[src/hw/rtl/afcp_pkg.sv]
`default_nettype none
// ----------------------------------------------------------------------------
// afcp_pkg
// Shared constants, result type and hex digit decode for the ASCII frame
// checksum parser.
// ----------------------------------------------------------------------------
package afcp_pkg;

  localparam int unsigned BUFFER_SIZE = 16;

  localparam int unsigned CountW = 7;
  localparam int unsigned ByteW  = 8;
  localparam int unsigned StatW  = 3;

  localparam logic [ByteW-1:0] START_MARK = 8'h23;
  localparam logic [ByteW-1:0] END_MARK   = 8'h24;

  localparam logic [StatW-1:0] ST_NONE     = 3'd0;
  localparam logic [StatW-1:0] ST_OK       = 3'd1;
  localparam logic [StatW-1:0] ST_RESTART  = 3'd2;
  localparam logic [StatW-1:0] ST_OVERFLOW = 3'd3;
  localparam logic [StatW-1:0] ST_BADLEN   = 3'd4;
  localparam logic [StatW-1:0] ST_BADSUM   = 3'd5;

  // Configuration register indexes.
  localparam logic CFG_MIN_LENGTH = 1'b0;
  localparam logic CFG_MAX_LENGTH = 1'b1;

  localparam logic [CountW-1:0] MIN_LENGTH_RST = 7'd5;
  localparam logic [CountW-1:0] MAX_LENGTH_RST = 7'd12;
  localparam logic [CountW-1:0] BUF_SIZE_C     = CountW'(BUFFER_SIZE);

  typedef struct packed {
    logic [CountW-1:0] frame_length;
    logic [StatW-1:0]  status;
  } res_t;

  // Decimal digits give their value; anything else decodes as c - 'A' + 10.
  function automatic logic [ByteW-1:0] hex_nibble(input logic [ByteW-1:0] c);
    logic [ByteW-1:0] val;
    if (c >= 8'h30 && c <= 8'h39) begin
      val = c - 8'h30;
    end else begin
      val = c - 8'h37;
    end
    return val;
  endfunction

endpackage
`default_nettype wire

[src/hw/rtl/afcp_core.sv]
`default_nettype none
// ----------------------------------------------------------------------------
// afcp_core
// Frame state, length bounds and checksum check; forms the result of each
// accepted item combinationally from the stored frame state.
// ----------------------------------------------------------------------------
module afcp_core (
  input  wire logic                         clk,
  input  wire logic                         rst_n,
  input  wire logic                         accept,
  input  wire logic [7:0]                   data_byte,
  input  wire logic                         cfg_wr_en,
  input  wire logic                         cfg_index,
  input  wire logic [6:0]                   cfg_wdata,
  output afcp_pkg::res_t                    res
);
  import afcp_pkg::*;

  logic              in_frame_r, in_frame_nxt;
  logic [CountW-1:0] byte_count_r, byte_count_nxt;
  logic [ByteW-1:0]  running_sum_r, running_sum_nxt;
  logic [ByteW-1:0]  prev_r, prev_nxt;
  logic [ByteW-1:0]  prev2_r, prev2_nxt;
  logic [CountW-1:0] min_length_r, max_length_r;

  logic [CountW-1:0] count_inc;
  logic [ByteW-1:0]  body_sum;
  logic [ByteW-1:0]  nib_hi;
  logic [ByteW-1:0]  nib_lo;
  logic [ByteW-1:0]  check_val;

  assign count_inc = byte_count_r + 7'd1;
  assign body_sum  = running_sum_r - prev_r - prev2_r;
  assign nib_hi    = hex_nibble(prev2_r);
  assign nib_lo    = hex_nibble(prev_r);
  assign check_val = {nib_hi[3:0], 4'b0000} + nib_lo;

  always_comb begin
    in_frame_nxt    = in_frame_r;
    byte_count_nxt  = byte_count_r;
    running_sum_nxt = running_sum_r;
    prev_nxt        = prev_r;
    prev2_nxt       = prev2_r;
    res             = '0;
    if (accept) begin
      if (data_byte == START_MARK) begin
        in_frame_nxt    = 1'b1;
        byte_count_nxt  = 7'd1;
        running_sum_nxt = START_MARK;
        prev_nxt        = START_MARK;
        prev2_nxt       = '0;
        if (in_frame_r) begin
          res.status = ST_RESTART;
        end
      end else if (in_frame_r) begin
        if (data_byte == END_MARK) begin
          in_frame_nxt     = 1'b0;
          res.frame_length = byte_count_r;
          if (byte_count_r < min_length_r || byte_count_r > max_length_r) begin
            res.status = ST_BADLEN;
          end else if (byte_count_r < 7'd2) begin
            res.status = ST_BADSUM;
          end else if (body_sum == check_val) begin
            res.status = ST_OK;
          end else begin
            res.status = ST_BADSUM;
          end
        end else begin
          running_sum_nxt = running_sum_r + data_byte;
          prev2_nxt       = prev_r;
          prev_nxt        = data_byte;
          byte_count_nxt  = count_inc;
          if (count_inc >= BUF_SIZE_C) begin
            in_frame_nxt = 1'b0;
            res.status   = ST_OVERFLOW;
          end
        end
      end
    end
  end

  always_ff @(posedge clk) begin
    if (!rst_n) begin
      in_frame_r    <= 1'b0;
      byte_count_r  <= '0;
      running_sum_r <= '0;
      prev_r        <= '0;
      prev2_r       <= '0;
    end else begin
      in_frame_r    <= in_frame_nxt;
      byte_count_r  <= byte_count_nxt;
      running_sum_r <= running_sum_nxt;
      prev_r        <= prev_nxt;
      prev2_r       <= prev2_nxt;
    end
  end

  always_ff @(posedge clk) begin
    if (!rst_n) begin
      min_length_r <= MIN_LENGTH_RST;
      max_length_r <= MAX_LENGTH_RST;
    end else if (cfg_wr_en) begin
      unique case (cfg_index)
        CFG_MIN_LENGTH: min_length_r <= cfg_wdata;
        CFG_MAX_LENGTH: max_length_r <= cfg_wdata;
        default:        ;
      endcase
    end
  end

  // An open frame always holds at least the start byte and never a full buffer.
  a_count_range: assert property (@(posedge clk) disable iff (!rst_n)
    in_frame_r |-> (byte_count_r >= 7'd1 && byte_count_r < BUF_SIZE_C))
    else $error("frame byte count out of range");

  a_start_opens: assert property (@(posedge clk) disable iff (!rst_n)
    (accept && data_byte == START_MARK) |=>
      (in_frame_r && byte_count_r == 7'd1 && running_sum_r == START_MARK))
    else $error("start marker did not open a fresh frame");

  a_restart: assert property (@(posedge clk) disable iff (!rst_n)
    (accept && in_frame_r && data_byte == START_MARK) |-> res.status == ST_RESTART)
    else $error("start marker inside a frame not reported as restart");

  a_length_only_at_end: assert property (@(posedge clk) disable iff (!rst_n)
    (res.status == ST_NONE || res.status == ST_RESTART || res.status == ST_OVERFLOW)
      |-> res.frame_length == 7'd0)
    else $error("frame length given without an end marker");

endmodule
`default_nettype wire

[src/hw/rtl/afcp_out_reg.sv]
`default_nettype none
// ----------------------------------------------------------------------------
// afcp_out_reg
// Result register with valid flag; frees itself in the cycle its item is
// taken so that a new item can be accepted every cycle while results are taken.
// ----------------------------------------------------------------------------
module afcp_out_reg (
  input  wire logic           clk,
  input  wire logic           rst_n,
  input  wire logic           load,
  input  wire afcp_pkg::res_t res,
  input  wire logic           out_tready,
  output logic                out_tvalid,
  output afcp_pkg::res_t      out_res,
  output logic                can_load
);
  import afcp_pkg::*;

  logic out_valid_r, out_valid_nxt;
  res_t res_r;

  assign can_load = !out_valid_r || out_tready;

  always_comb begin
    out_valid_nxt = out_valid_r;
    if (load) begin
      out_valid_nxt = 1'b1;
    end else if (out_tready) begin
      out_valid_nxt = 1'b0;
    end
  end

  always_ff @(posedge clk) begin
    if (!rst_n) begin
      out_valid_r <= 1'b0;
    end else begin
      out_valid_r <= out_valid_nxt;
    end
  end

  always_ff @(posedge clk) begin
    if (load) begin
      res_r <= res;
    end
  end

  assign out_tvalid = out_valid_r;
  assign out_res    = res_r;

endmodule
`default_nettype wire

[src/hw/rtl/ascii_frame_checksum_parser_unit.sv]
// A result item appears in the cycle after its input item is accepted.
// Throughput: one item per cycle; in_tready is low only while a result waits
// in the output register and out_tready is low.
// Reset (rst_n low, synchronous): no frame open, output empty, min_length 5
// and max_length 12.
`default_nettype none
// ----------------------------------------------------------------------------
// ascii_frame_checksum_parser_unit
// Checks '#'...'$' framed byte streams for length and hex checksum and gives
// one status item for every received byte.
// ----------------------------------------------------------------------------
module ascii_frame_checksum_parser_unit (
  input  wire logic        clk,
  input  wire logic        rst_n,
  input  wire logic        in_tvalid,
  output logic             in_tready,
  input  wire logic [7:0]  in_tdata,   // [7:0] data_byte
  output logic             out_tvalid,
  input  wire logic        out_tready,
  output logic [15:0]      out_tdata,  // [2:0] status, [9:3] frame_length, rest zero
  input  wire logic        cfg_wr_en,
  input  wire logic        cfg_index,
  input  wire logic [6:0]  cfg_wdata
);
  import afcp_pkg::*;

  logic in_accept;
  res_t res;
  res_t out_res;

  assign in_accept = in_tvalid && in_tready;

  afcp_core u_core (
    .clk       (clk),
    .rst_n     (rst_n),
    .accept    (in_accept),
    .data_byte (in_tdata),
    .cfg_wr_en (cfg_wr_en),
    .cfg_index (cfg_index),
    .cfg_wdata (cfg_wdata),
    .res       (res)
  );

  afcp_out_reg u_out (
    .clk        (clk),
    .rst_n      (rst_n),
    .load       (in_accept),
    .res        (res),
    .out_tready (out_tready),
    .out_tvalid (out_tvalid),
    .out_res    (out_res),
    .can_load   (in_tready)
  );

  assign out_tdata = {6'b000000, out_res.frame_length, out_res.status};

endmodule
`default_nettype wire
[config.mk]
export PLATFORM = sky130hd
export DESIGN_NAME = ascii_frame_checksum_parser_unit
export DESIGN_NICKNAME = d
export VERILOG_FILES = /design/src/hw/rtl/afcp_pkg.sv /design/src/hw/rtl/afcp_core.sv /design/src/hw/rtl/afcp_out_reg.sv /design/src/hw/rtl/ascii_frame_checksum_parser_unit.sv
export SDC_FILE = /design/constraint.sdc
export NUM_CORES = 1
export LEC_CHECK = 0
export BUFFER_PORTS_ARGS = -buffer_cell sky130_fd_sc_hd__clkbuf_2
export CORE_MARGIN = 1.5
export CORE_UTILIZATION = 54
export DETAILED_ROUTE_END_ITERATION = 10
export GPL_TIMING_DRIVEN = 0
export PLACE_DENSITY = 0.77
export SYNTH_ARGS = -nofsm -noshare
export SYNTH_HDL_FRONTEND = slang
export SYNTH_SLANG_ARGS = --single-unit
[constraint.sdc]
create_clock -name clk -period 3.83 [get_ports clk]
set_clock_uncertainty 0.05 [all_clocks]
set_input_delay 0.766 -clock clk [delete_from_list [all_inputs] [get_ports clk]]
set_output_delay 0.766 -clock clk [all_outputs]
set_load 0.02 [all_outputs]
Yosys cells after proc, flatten, opt, wreduce, memory -nomap -nowiden
Index checks and enable logic that the tools add are counted.
W data, S select, Z words.

cells by class
  $add $sub $neg = 9
  magnitude comparators = 8
  equality and inequality tests = 4
  multiplexer cells = 28
  bitwise logic cells = 3
  reduce and logical (&&, ||, !) cells = 12

operators with widths
  operator               count
  $mux W8                10
  $mux W7                3
  $mux W3                6
  $add A8 B8 Y8          2
  $eq A8 B6 Y1 const B   2
  $ge A8 B6 Y1 const B   2
  $le A8 B6 Y1 const B   2
  $sub A8 B6 Y8 const B  2
  $sub A8 B8 Y8          2
  $eq A8 B8 Y1           1
  $add A7 B1 Y7 const B  1
  $ge A7 B5 Y1 const B   1
  $gt A7 B7 Y1           1
  $lt A7 B2 Y1 const B   1
  $lt A7 B7 Y1           1
  $mux W1                6
  $mux W2                2
  $mux W4                1
  $reduce_and A2 Y1      2
  $reduce_bool A2 Y1     2
  $sub A4 B1 Y4 const B  1
  $sub A4 B3 Y4 const B  1
  $logic_and A1 B1 Y1    3
  $not A1 Y1             3
  other kinds (5)        6

storage, ports and cells
  register bits = 57
  input port bits = 21
  output and inout bits = 18
  word-level logic and storage cells = 74

Logic depth before layout (Yosys ltp)
Gate-level depths: netlist of run 1.

  depth in word-level cells = 11
  mapped depth = 13
  gate-level depth less buffers = 13

Modules after synthesis
A second synthesis of run 1 with hierarchy kept.

unflattened totals
  cells, all modules = 447
  area total of the unflattened synthesis = 3975.1 um2

modules (own cells, without submodules)
  module                            times used  cells each  area each (um2)
  afcp_core                         1           425         3570.9
  afcp_out_reg                      1           14          349.1
  ascii_frame_checksum_parser_unit  1           8           55.1

Worst setup path after synthesis of run 1
No wires, ideal clock.

  path type = register -> register
  from = register u_core.prev2_r[0]
  to = register u_out.res_r, in the netlist u_out.out_res[2], data pin
  setup time = 0.264 ns
  arrival time = 3.254 ns
  data required time = 3.516 ns
  setup slack = 0.262 ns
  cell stages (with the launch flop) = 13
  cells stage by stage = dfxtp_1 -> inv_1 -> ha_1 -> o21bai_1 -> a2111oi_2 -> mux2_2 -> ha_1 -> a21o_1 -> a21oi_1 -> xnor2_1 -> xnor3_1 -> xor2_1 -> o41a_1

on the way
  cells in the longest elaborated chain, start to end = 11
  elaborated cells between the ends (all ways) = 15
  classes of those cells = add/sub: 4; order compare: 2; eq/ne: 1; mux: 7; reduce/logical: 1

ends and longest elaborated chain
  element                                              RTL line            text
  from (decl)                                          afcp_core.sv:23     logic [ByteW-1:0] prev2_r, prev2_nxt;
  from (signal assigned)                               afcp_core.sv:94     prev2_r <= prev2_nxt;
  $ge A8 B6 Y1 / $le A8 B6 Y1 (equally long branches)  afcp_pkg.sv:41      if (c >= 8'h30 && c <= 8'h39) begin
  $logic_and A1 B1 Y1                                  afcp_pkg.sv:41
  $mux W4                                              afcp_pkg.sv:41
  $add A8 B8 Y8                                        afcp_core.sv:36     assign check_val = {nib_hi[3:0], 4'b0000} + nib_lo;
  $eq A8 B8 Y1 (*)                                     afcp_core.sv:63     end else if (body_sum == check_val) begin
  $mux W3 (*)                                          afcp_core.sv:63
  $mux W3 (*)                                          afcp_core.sv:61     end else if (byte_count_r < 7'd2) begin
  $mux W3 (*)                                          afcp_core.sv:59     if (byte_count_r < min_length_r || byte_count_r > max_length_r) begin
  $mux W3 (*)                                          afcp_core.sv:56     if (data_byte == END_MARK) begin
  $mux W3 (*)                                          afcp_core.sv:55     end else if (in_frame_r) begin
  $mux W3 (*)                                          afcp_core.sv:46     if (data_byte == START_MARK) begin
  to (signal assigned)                                 afcp_out_reg.sv:43  res_r <= res;
  to (decl)                                            afcp_out_reg.sv:20  res_t res_r;

Every way passes the cells marked *; elsewhere a longest branch is shown, timed or not.
A chain may end at the register's enable or synchronous reset.

Worst setup path after layout of run 1
Ends and elaborated chain as after synthesis.

==> results.sh, run 1 <==
export IMPL_r2r_cells=12
export IMPL_cp_required_ns=3.85
export IMPL_top_usage_layer="met2"
export IMPL_final_nets=575
export IMPL_crit_type="reg -> reg"
export IMPL_dr_pass1_iters=5
export IMPL_slowest_delay_ns=0.43
export IMPL_globalRouteMet3Util=0.0438
export IMPL_area_delta_synth_final_pct=12.7
export IMPL_synth_simple_area_share=0.166
export IMPL_die_h_microns=88.4
export IMPL_max_freq_mhz=274
export IMPL_die_x_microns=88.4
export IMPL_core_sq_um=6910
export IMPL_drive_gt1_frac=0.138
export IMPL_drt_iter0_drc=230
export IMPL_grt_first_pass_wirelength_microns=15100
export IMPL_pin_count=39
export IMPL_cts_made_buffers=9
export IMPL_ys_seq_area_frac=0.315
export IMPL_p_leak_nw=1.79
export IMPL_worstPathMaxFanout=6
export IMPL_ys_ff_latch=57
export IMPL_yosysWarnings=0
export IMPL_synth_common_cells="nand2_1 (55), dfxtp_1 (47), ha_1 (42), inv_1 (42), a21oi_1 (39)"
export IMPL_met1_usage=0.357
export IMPL_outcome="complete, no violations"
export IMPL_maxCapViolations=0
export IMPL_hpwl_microns=7100
export IMPL_ys_flop_type="dfxtp_1"
export IMPL_worst_pin_slew_ns=0.684
export IMPL_grt_antenna_before_repair=0
export IMPL_synth_top_cell_by_area="dfxtp_1"
export IMPL_cp_arrival_ns=3.67
export IMPL_min_period_ns=3.65
export IMPL_holdPathEnd="u_core.min_length_r[5]"
export IMPL_grt_setup_unrepaired="false"
export IMPL_cts_root_buf="clkbuf_8"
export IMPL_yosys_area_top_type_share=0.239
export IMPL_yosysMostFrequentCell="nand2_1"
export IMPL_crit_chain="inv_1 > ha_1 > o21bai_1 > a2111oi_4 > mux2_2 > ha_1 > a21o_1 > a21oi_1 > xnor2_1 > xnor3_1 > xor2_1 > o41a_1"
export IMPL_diodes=0
export IMPL_antenna_left=0
export IMPL_crit_start="u_core.prev2_r[0]"
export IMPL_grt_use_total=0.255
export IMPL_synth_area_leaders="dfxtp_1 (24%), ha_1 (13%), edfxtp_1 (7.6%)"
export IMPL_clk_path_buf_depth=2
export IMPL_std_cell_rows=30
export IMPL_worstReg2RegStart="u_core.prev2_r[0]"
export IMPL_min_from="u_core.min_length_r[5]"
export IMPL_endpoint_kind="register"
export IMPL_start_kind="register"
export IMPL_routabilityCongestion=0.905
export IMPL_synth_adder_area_share=0.179
export IMPL_drc=0
export IMPL_synth_area_sq_um=3940
export IMPL_period_share=0.953
export IMPL_async_flop_share=0
export IMPL_numPortBuffers=29
export IMPL_wirelength_microns=9240
export IMPL_grt_max_degree=11
export IMPL_slew_violations=0
export IMPL_setup_viol=0
export IMPL_power_density_nw_per_um2=287
export IMPL_synth_edf_count=10
export IMPL_vdd_ir_drop_max_v=0.000154
export IMPL_synth_compound_area_frac=0.186
export IMPL_cts_max_level=3
export IMPL_synth_xor_area_frac=0.0737
export IMPL_grtUsageMet2=0.402
export IMPL_path_clk_slew_ns=0.07
export IMPL_fin_setup_tns_ns=0
export IMPL_clock_latency_ns=0.33
export IMPL_holdPathStages=2
export IMPL_synthCells=457
export IMPL_whs_ns=0.413
export IMPL_synth_top_family_by_area="compound AO/OA/AOI/OAI gates"
export IMPL_relSlewSlack=0.542
export IMPL_tritoncts="built"
export IMPL_r2r_end="u_out.out_res[2]"
export IMPL_start_util=0.570
export IMPL_r2r_slack_ns=0.18
export IMPL_cts_sinks=57
export IMPL_slowest_stage="o41a_1"
export IMPL_synth_area_mux_share=0.00286
export IMPL_die_area_sq_um=7810
export IMPL_min_path_type="reg -> reg"
export IMPL_vias=3354
export IMPL_grt_ovfl_total=0
export IMPL_final_hold_viol_count=0
export IMPL_grt_pass1_vias=3187
export IMPL_cp_common_cell="ha_1"
export IMPL_post_drt_wl_per_cell_microns=15.3
export IMPL_ys_types=59
export IMPL_via_per_inst=5.56
export IMPL_syn_avg_cell_area_sq_um=8.62
[metrics by stage]
stage          utilization  setup WS (ns)  instances  power, mW  cell area [sq um]
3_3_place_gp         0.611        -0.0154        587      0.746               4220
6_report             0.642          0.180        603       1.27               4440
2_1_floorplan            -          0.262        462      0.713               3960
4_1_cts              0.641         0.0285        602       1.28               4430
3_5_place_dp         0.611        -0.0891        587      0.750               4220
5_1_grt              0.642         0.0210        603       1.32               4440
[metal layers]
layer | vias to the layer above | part of all wire
met1 | 1574 | 0.49
met2 | 98 | 0.45
li1 | 1669 | -
met5 | - | 0
met3 | 13 | 0.049
met4 | 0 | 0.016
[worst max-delay path by stage]
stage | end | cells after the start | slack, ns
2_1_floorplan | u_out.out_res[2] | 12 | 0.26
3_3_place_gp | u_out.out_res[2] | 12 | -0.02
3_5_place_dp | u_out.out_res[2] | 11 | -0.09
4_1_cts | u_out.out_res[2] | 12 | 0.03
5_1_grt | u_out.out_res[2] | 12 | 0.02
6_report | u_out.out_res[2] | 12 | 0.18
[layout make-up]
type                            count  area, sq um
Fill cell                         594         2470
Clock inverter                      2         10.0
Inverter                           42          158
Sequential cell                    57         1240
Tap cell                           96          120
Buffer                             24          140
Clock buffer                       13          180
Timing Repair Buffer               30          153
Multi-Input combinational cell    339         2430
[critical path: cells and delay by family (launching register included)]
family / cells / cell delay [ns]
AOI/OAI and AO/OA: 5 / 1.18
xor gates and xnor gates: 3 / 0.73
adders and majority gates: 2 / 0.47
muxes: 1 / 0.42
DFF: 1 / 0.39
buffers and inverters: 1 / 0.18
[registers in the layout, summed over array words and instances, names as in the netlist]
name,cells
u_core.byte_count_r,7
u_core.in_frame_r,1
u_core.max_length_r,7
u_core.min_length_r,7
u_core.prev2_r,8
u_core.prev_r,8
u_core.running_sum_r,8
u_out.out_res,10
u_out.out_tvalid,1
[cell families after synthesis]
group                    Yosys count
buffers and inverters             66
multiplexers                       1
XOR/XNOR                          30
other                              1
flip-flops                        57
AO/OA/AOI/OAI                    114
adder cells (fa/ha/maj)           51
AND/OR/NAND/NOR                  137
[what timing repair did]
item                                   CTS  global route
setup endpoints to repair                1             1
resized for setup                        2             2
endpoints found under the hold margin    0             0
pin swaps                                0             1
buffers inserted                         0             1
hold buffers                             0             0
[report_power, final]
part / switching (mW) / leakage [nW] / internal [mW]
combinational: 0.0694 / 1.21 / 0.0400
sequential: 0.00601 / 0.482 / 0.623
clock: 0.230 / 0.100 / 0.304
total: 0.305 / 1.79 / 0.967
[layout by cell type (no fill, tap or decap), drive strengths merged, types with 3 or more instances in the layout]
cell	count
a21o	4
a22oi	11
a21oi	40
and3	3
nor2b	6
nand3	14
conb	6
and2	6
a21boi	5
edfxtp	10
buf	15
nand2	56
fa	9
a31oi	7
inv	42
ha	42
nor2	28
nand2b	3
clkbuf	52
nand3b	3
o21ai	17
nor3	6
xor2	5
xnor2	23
o211ai	6
o22ai	3
dfxtp	47
o21a	4
Note: power is estimated with default switching activity, not from simulation.
==> inputs of run 2 (changes only) <==
--- a/config.mk
+++ b/config.mk
@@ -13,4 +13,5 @@
 export PLACE_DENSITY = 0.77
 export SYNTH_ARGS = -nofsm -noshare
 export SYNTH_HDL_FRONTEND = slang
+export SYNTH_HIERARCHICAL = 1
 export SYNTH_SLANG_ARGS = --single-unit
==> results.sh, run 2 <==
export IMPL_outcome="complete, no violations"
export IMPL_antenna_left=0
export IMPL_setup_viol=0
export IMPL_grt_max_degree=13
export IMPL_grt_pass1_vias=3163
export IMPL_die_area_sq_um=7880
export IMPL_grt_setup_unrepaired="false"
export IMPL_die_h_microns=88.8
export IMPL_r2r_slack_ns=0.21
export IMPL_cts_max_level=3
export IMPL_min_from="u_core/max_length_r[5]"
export IMPL_diodes=0
export IMPL_tritoncts="built"
export IMPL_vdd_ir_drop_max_v=0.000213
export IMPL_std_cell_rows=31
export IMPL_power_density_nw_per_um2=292
export IMPL_mostFrequentLayoutCells="dfxtp_1 (45), ha_1 (43), inv_1 (39)"
export IMPL_routabilityCongestion=0.907
export IMPL_synth_edf_count=10
export IMPL_maxCapViolations=0
export IMPL_largest_reg_flops=10
export IMPL_holdPathStages=2
export IMPL_slowest_delay_ns=0.46
export IMPL_cts_root_buf="clkbuf_8"
export IMPL_layout_commonest_cell="dfxtp_1"
export IMPL_worst_pin_slew_ns=0.681
export IMPL_crit_buf_inv=1
export IMPL_ys_ff_latch=57
export IMPL_via_per_inst=5.65
export IMPL_r2r_cells=12
export IMPL_holdPathEnd="u_core/max_length_r[5]"
export IMPL_path_clk_slew_ns=0.08
export IMPL_area_delta_synth_final_pct=13.7
export IMPL_fin_total_pwr_mw=1.32
export IMPL_final_nets=569
export IMPL_worstPathMaxFanout=6
export IMPL_grt_antenna_before_repair=0
export IMPL_dr_pass1_iters=6
export IMPL_cts_made_buffers=9
export IMPL_pin_count=39
export IMPL_instances_no_fill=600
export IMPL_slowest_stage="a2111oi_4"
export IMPL_final_hold_viol_count=0
export IMPL_cp_required_ns=3.88
export IMPL_crit_type="reg -> reg"
export IMPL_max_freq_mhz=276
export IMPL_synth_area_sq_um=3980
export IMPL_synth_area_leaders="dfxtp_1 (24%), ha_1 (14%), edfxtp_1 (7.6%)"
export IMPL_numPortBuffers=30
export IMPL_drc=0
export IMPL_post_drt_wl_per_cell_microns=15.6
export IMPL_clock_latency_ns=0.35
export IMPL_worstReg2RegStart="u_core/prev2_r[1]"
export IMPL_grt_use_total=0.255
export IMPL_min_period_ns=3.62
export IMPL_yosysMostFrequentCell="dfxtp_1"
export IMPL_synthCells=447
export IMPL_postLayoutCoreUtil=0.630
export IMPL_core_sq_um=7180
export IMPL_start_kind="register"
export IMPL_cts_sinks=57
export IMPL_min_path_type="reg -> reg"
export IMPL_clk_path_buf_depth=2
export IMPL_hpwl_microns=6880
export IMPL_synth_top_cell_by_area="dfxtp_1"
export IMPL_r2r_end="u_out/out_res[2]"
export IMPL_endpoint_kind="register"
export IMPL_slew_violations=0
export IMPL_drt_iter0_drc=302
export IMPL_path_delay_family="compound AO/OA/AOI/OAI gates"
export IMPL_postCtsHoldBufs=0
export IMPL_syn_avg_cell_area_sq_um=8.89
export IMPL_synth_common_cells="dfxtp_1 (47), ha_1 (43), inv_1 (40), nand2_1 (35), nor2_1 (33)"
export IMPL_period_share=0.945
export IMPL_crit_chain="inv_1 > ha_1 > o21bai_1 > a2111oi_4 > mux2_2 > ha_1 > a21o_1 > a21oi_1 > xnor2_1 > xnor3_1 > xnor2_1 > o41a_1"
export IMPL_relSlewSlack=0.542
export IMPL_async_flop_share=0
export IMPL_ys_flop_type="dfxtp_1"
export IMPL_ys_seq_area_frac=0.312
export IMPL_start_util=0.554
export IMPL_ys_types=59
export IMPL_yosysWarnings=6
export IMPL_wirelength_microns=9330
export IMPL_p_leak_nw=1.93
export IMPL_die_x_microns=88.8
export IMPL_grt_ovfl_total=0
export IMPL_cp_arrival_ns=3.67
export IMPL_drive_gt1_frac=0.146
export IMPL_grt_first_pass_wirelength_microns=15100
export IMPL_dp_cells=581
export IMPL_yosys_area_top_type_share=0.237
export IMPL_vias=3391
run 2: changes by cell type after synthesis, moves of 4 or more:
cell | before | now
nand2_1 | 55 | 35
mux2i_1 | 0 | 9
a21oi_1 | 39 | 31
nand3_1 | 14 | 20
a211oi_1 | 2 | 7
nor2_1 | 28 | 33
o21ai_0 | 17 | 13
run 2: cell type report:
type	instances	area (sq um)
Fill cell	599	2660
Multi-Input combinational cell	333	2500
Sequential cell	57	1240
Timing Repair Buffer	33	173
Inverter	40	150
Buffer	22	125
Clock buffer	9	124
Tap cell	99	124
Clock inverter	7	77.6
run 2: per-layer routing:
layer	routed length, microns	up-vias	part of all wire	global-route usage
met2	4470	101	0.48	0.402
met1	4230	1617	0.45	0.336
met3	410	23	0.044	0.0513
li1	-	1650	-	-
met4	215	0	0.023	0.121
met5	0	-	0	0
run 2: timing repair:
item | 4_1_cts | 5_1_grt
setup buffers | 0 | 3
setup endpoints to repair | 1 | 1
pin swaps | 1 | 2
gates resized for setup | 2 | 5
run 2: kinds of logic (layout without fill, tap and decap cells):
logic type / after synthesis / after routing / synth area share
flops: 57 / 57 / 0.312
xor+xnor: 29 / 29 / 0.0674
buf+inv: 62 / 111 / 0.0692
compound gates: 102 / 102 / 0.171
mux: 10 / 10 / 0.0255
fa+ha+maj: 52 / 52 / 0.181
other cells: 1 / 6 / 0.000943
simple gates: 134 / 134 / 0.173
run 2: metrics by stage:
stage	setup TNS (ns)	hold slack [ns]	setup slack [ns]	instance area (sq um)
global route	0	0.422	0.0740	4520
detailed placement	-0.137	0.397	-0.137	4270
finish	0	0.406	0.211	4520
floorplan	0	0.386	0.317	3990
CTS	0	0.407	0.0353	4490
global placement	-0.0674	0.396	-0.0674	4270
run 2: power by group:
group          internal (mW)  switching [mW]  total [mW]
Sequential             0.622         0.00598       0.628
Clock                  0.305           0.279       0.584
Combinational         0.0401          0.0685       0.109
Total                  0.968           0.353        1.32
run 2: worst min-delay path, stage by stage, from the launching register on:
cell     delay (ns)
dfxtp_1        0.31
nand2_1        0.05
a21oi_1        0.05
run 2: how the worst max path moves through the flow:
stage	from	end	cells after the start
6_report	u_core/prev2_r[1]	u_out/out_res[2]	12
5_1_grt	u_core/prev2_r[1]	u_out/out_res[2]	12
3_3_place_gp	u_core/prev_r[4]	u_out/out_res[2]	11
3_5_place_dp	u_core/prev2_r[0]	u_out/out_res[2]	12
2_1_floorplan	u_core/prev2_r[0]	u_out/out_res[2]	12
4_1_cts	u_core/prev2_r[0]	u_out/out_res[2]	12
==> inputs of run 3 (changes only) <==
--- a/config.mk
+++ b/config.mk
@@ -5,6 +5,7 @@
 export SDC_FILE = /design/constraint.sdc
 export NUM_CORES = 1
 export LEC_CHECK = 0
+export ABC_AREA = 1
 export BUFFER_PORTS_ARGS = -buffer_cell sky130_fd_sc_hd__clkbuf_2
 export CORE_MARGIN = 1.5
 export CORE_UTILIZATION = 54
==> results.sh, run 3 <==
export IMPL_cts_max_level=3
export IMPL_synth_area_sq_um=4140
export IMPL_async_flop_share=0
export IMPL_die_x_microns=90.6
export IMPL_p_sw_uw=323
export IMPL_p_int_uw=896
export IMPL_endpoint_kind="register"
export IMPL_worstPathMaxFanout=6
export IMPL_core_sq_um=7330
export IMPL_final_hold_viol_count=0
export IMPL_yosys_area_top_type_share=0.227
export IMPL_area_delta_synth_final_pct=11.3
export IMPL_r2r_slack_ns=0.58
export IMPL_vias=3633
export IMPL_outcome="complete, no violations"
export IMPL_path_clk_slew_ns=0.07
export IMPL_crit_type="reg -> reg"
export IMPL_clk_path_buf_depth=2
export IMPL_std_cell_rows=31
export IMPL_numPortBuffers=32
export IMPL_start_util=0.565
export IMPL_relSlewSlack=0.586
export IMPL_vdd_ir_drop_max_v=0.000243
export IMPL_start_kind="register"
export IMPL_maxCapViolations=0
export IMPL_grt_antenna_before_repair=0
export IMPL_grt_max_degree=16
export IMPL_cts_made_buffers=9
export IMPL_cts_setup_buffers=0
export IMPL_yosysMostFrequentCell="nand2_1"
export IMPL_postCtsHoldBufs=0
export IMPL_drc=0
export IMPL_final_nets=669
export IMPL_setup_viol=0
export IMPL_instances_no_fill=700
export IMPL_routabilityCongestion=0.872
export IMPL_cts_root_buf="clkbuf_8"
export IMPL_dr_pass1_iters=5
export IMPL_slew_violations=0
export IMPL_min_period_ns=3.25
export IMPL_cts_resized=0
export IMPL_pre_cts_slack_ns=0.571
export IMPL_ys_ff_latch=57
export IMPL_synth_top_cell_by_area="dfxtp_1"
export IMPL_max_freq_mhz=307
export IMPL_wirelength_microns=9470
export IMPL_pwr_share_seq=0.517
export IMPL_pin_count=39
export IMPL_clock_power_share=0.388
export IMPL_hpwl_microns=7290
export IMPL_clock_latency_ns=0.33
export IMPL_layout_commonest_cell="nand2_1"
export IMPL_synth_edf_count=10
export IMPL_power_density_nw_per_um2=265
export IMPL_yosysWarnings=6
export IMPL_worst_pin_slew_ns=0.621
export IMPL_fin_setup_tns_ns=0
export IMPL_die_area_sq_um=8200
export IMPL_mostFrequentLayoutCells="nand2_1 (114), inv_1 (78), a21oi_1 (60)"
export IMPL_synth_common_cells="nand2_1 (114), inv_1 (78), a21oi_1 (60), dfxtp_1 (47), ha_1 (43)"
export IMPL_synthCells=548
export IMPL_cts_sinks=57
export IMPL_syn_avg_cell_area_sq_um=7.55
export IMPL_ys_seq_area_frac=0.300
export IMPL_p_leak_nw=2.15
export IMPL_grt_use_total=0.242
export IMPL_antenna_left=0
export IMPL_synth_area_leaders="dfxtp_1 (23%), ha_1 (13%), nand2_1 (10%)"
export IMPL_ys_types=47
export IMPL_ys_flop_type="dfxtp_1"
export IMPL_drive_gt1_frac=0.150
export IMPL_die_h_microns=90.6
export IMPL_cp_required_ns=3.85
export IMPL_period_share=0.850
export IMPL_grt_setup_unrepaired="false"
export IMPL_post_drt_wl_per_cell_microns=13.5
export IMPL_tritoncts="built"
export IMPL_fin_total_pwr_mw=1.22
export IMPL_post_dp_cell_area_sq_um=4440
export IMPL_min_path_type="reg -> reg"
export IMPL_largest_reg_flops=10
export IMPL_p_sw_frac=0.265
export IMPL_comb_power_share=0.096
export IMPL_drt_iter0_drc=160
export IMPL_fillers=649
export IMPL_dp_cells=684
export IMPL_diodes=0
export IMPL_grt_first_pass_wirelength_microns=16000
export IMPL_fin_ws_ns=0.576
export IMPL_grt_pass1_vias=3576
export IMPL_grt_ovfl_total=0
export IMPL_cp_arrival_ns=3.28
export IMPL_stdcell_area_sq_um=4610
export IMPL_via_per_inst=5.19
==> run 3: worst paths after layout <==
path | startpoint | endpoint | cells past startpoint
max | u_core/prev_r[0] | u_out/out_res[2] | 19
min | u_core/min_length_r[5] | u_core/min_length_r[5] | 2
max reg2reg | u_core/prev_r[0] | u_out/out_res[2] | 19
min reg2reg | u_core/min_length_r[5] | u_core/min_length_r[5] | 2
==> run 3: power groups by stage <==
stage / Sequential [mW] / Combinational, mW / Clock, mW
floorplan: 0.650 / 0.0710 / 0
global placement: 0.643 / 0.111 / 0
detailed placement: 0.643 / 0.115 / 0
CTS: 0.630 / 0.117 / 0.480
global route: 0.631 / 0.131 / 0.507
finish: 0.630 / 0.116 / 0.473
==> run 3: per-layer routing <==
| layer | routed length (microns) | share of wire | track usage | up-vias |
|---|---|---|---|---|
| li1 | - | - | - | 1867 |
| met1 | 4420 | 0.47 | 0.309 | 1635 |
| met2 | 4420 | 0.47 | 0.408 | 108 |
| met3 | 438 | 0.046 | 0.0396 | 23 |
| met4 | 188 | 0.020 | 0.0926 | 0 |
| met5 | 0 | 0 | 0 | - |
==> run 3: cell type report <==
type	instances	area [sq um]	area share
Clock inverter	6	36.3	0.00788
Multi-Input combinational cell	391	2460	0.535
Clock buffer	10	128	0.0277
Buffer	17	115	0.0250
Sequential cell	57	1240	0.269
Inverter	88	338	0.0733
Tap cell	99	124	0.0269
Timing Repair Buffer	32	160	0.0348
==> run 3: metrics by stage <==
step,hold slack (ns),utilization
4_1_cts,0.413,0.628
2_1_floorplan,0.379,-
3_5_place_dp,0.399,0.606
3_3_place_gp,0.398,0.606
5_1_grt,0.437,0.628
6_report,0.411,0.628
==> run 3: critical path, cell delays in order (launching register included) <==
cell	delay, ns
dfxtp_1	0.41
inv_1	0.17
fa_1	0.51
inv_1	0.07
ha_1	0.13
inv_1	0.04
nand2_1	0.07
inv_1	0.05
fa_1	0.40
or2_2	0.32
nand2_1	0.06
nand2_1	0.04
nand2_1	0.08
nand3_1	0.09
nand2_1	0.08
nand3_1	0.07
nor2_1	0.13
nand3_1	0.08
nor2_1	0.10
nor2_1	0.04
==> run 3: kinds of logic after synthesis <==
group / count (synthesis) / share of synthesized area
AND/OR/NAND/NOR: 198 / 0.217
AO/OA/AOI/OAI: 113 / 0.149
buffers and inverters: 105 / 0.109
flip-flops: 57 / 0.300
adder cells (fa/ha/maj): 52 / 0.174
XOR/XNOR: 22 / 0.0499
other: 1 / 0.000906
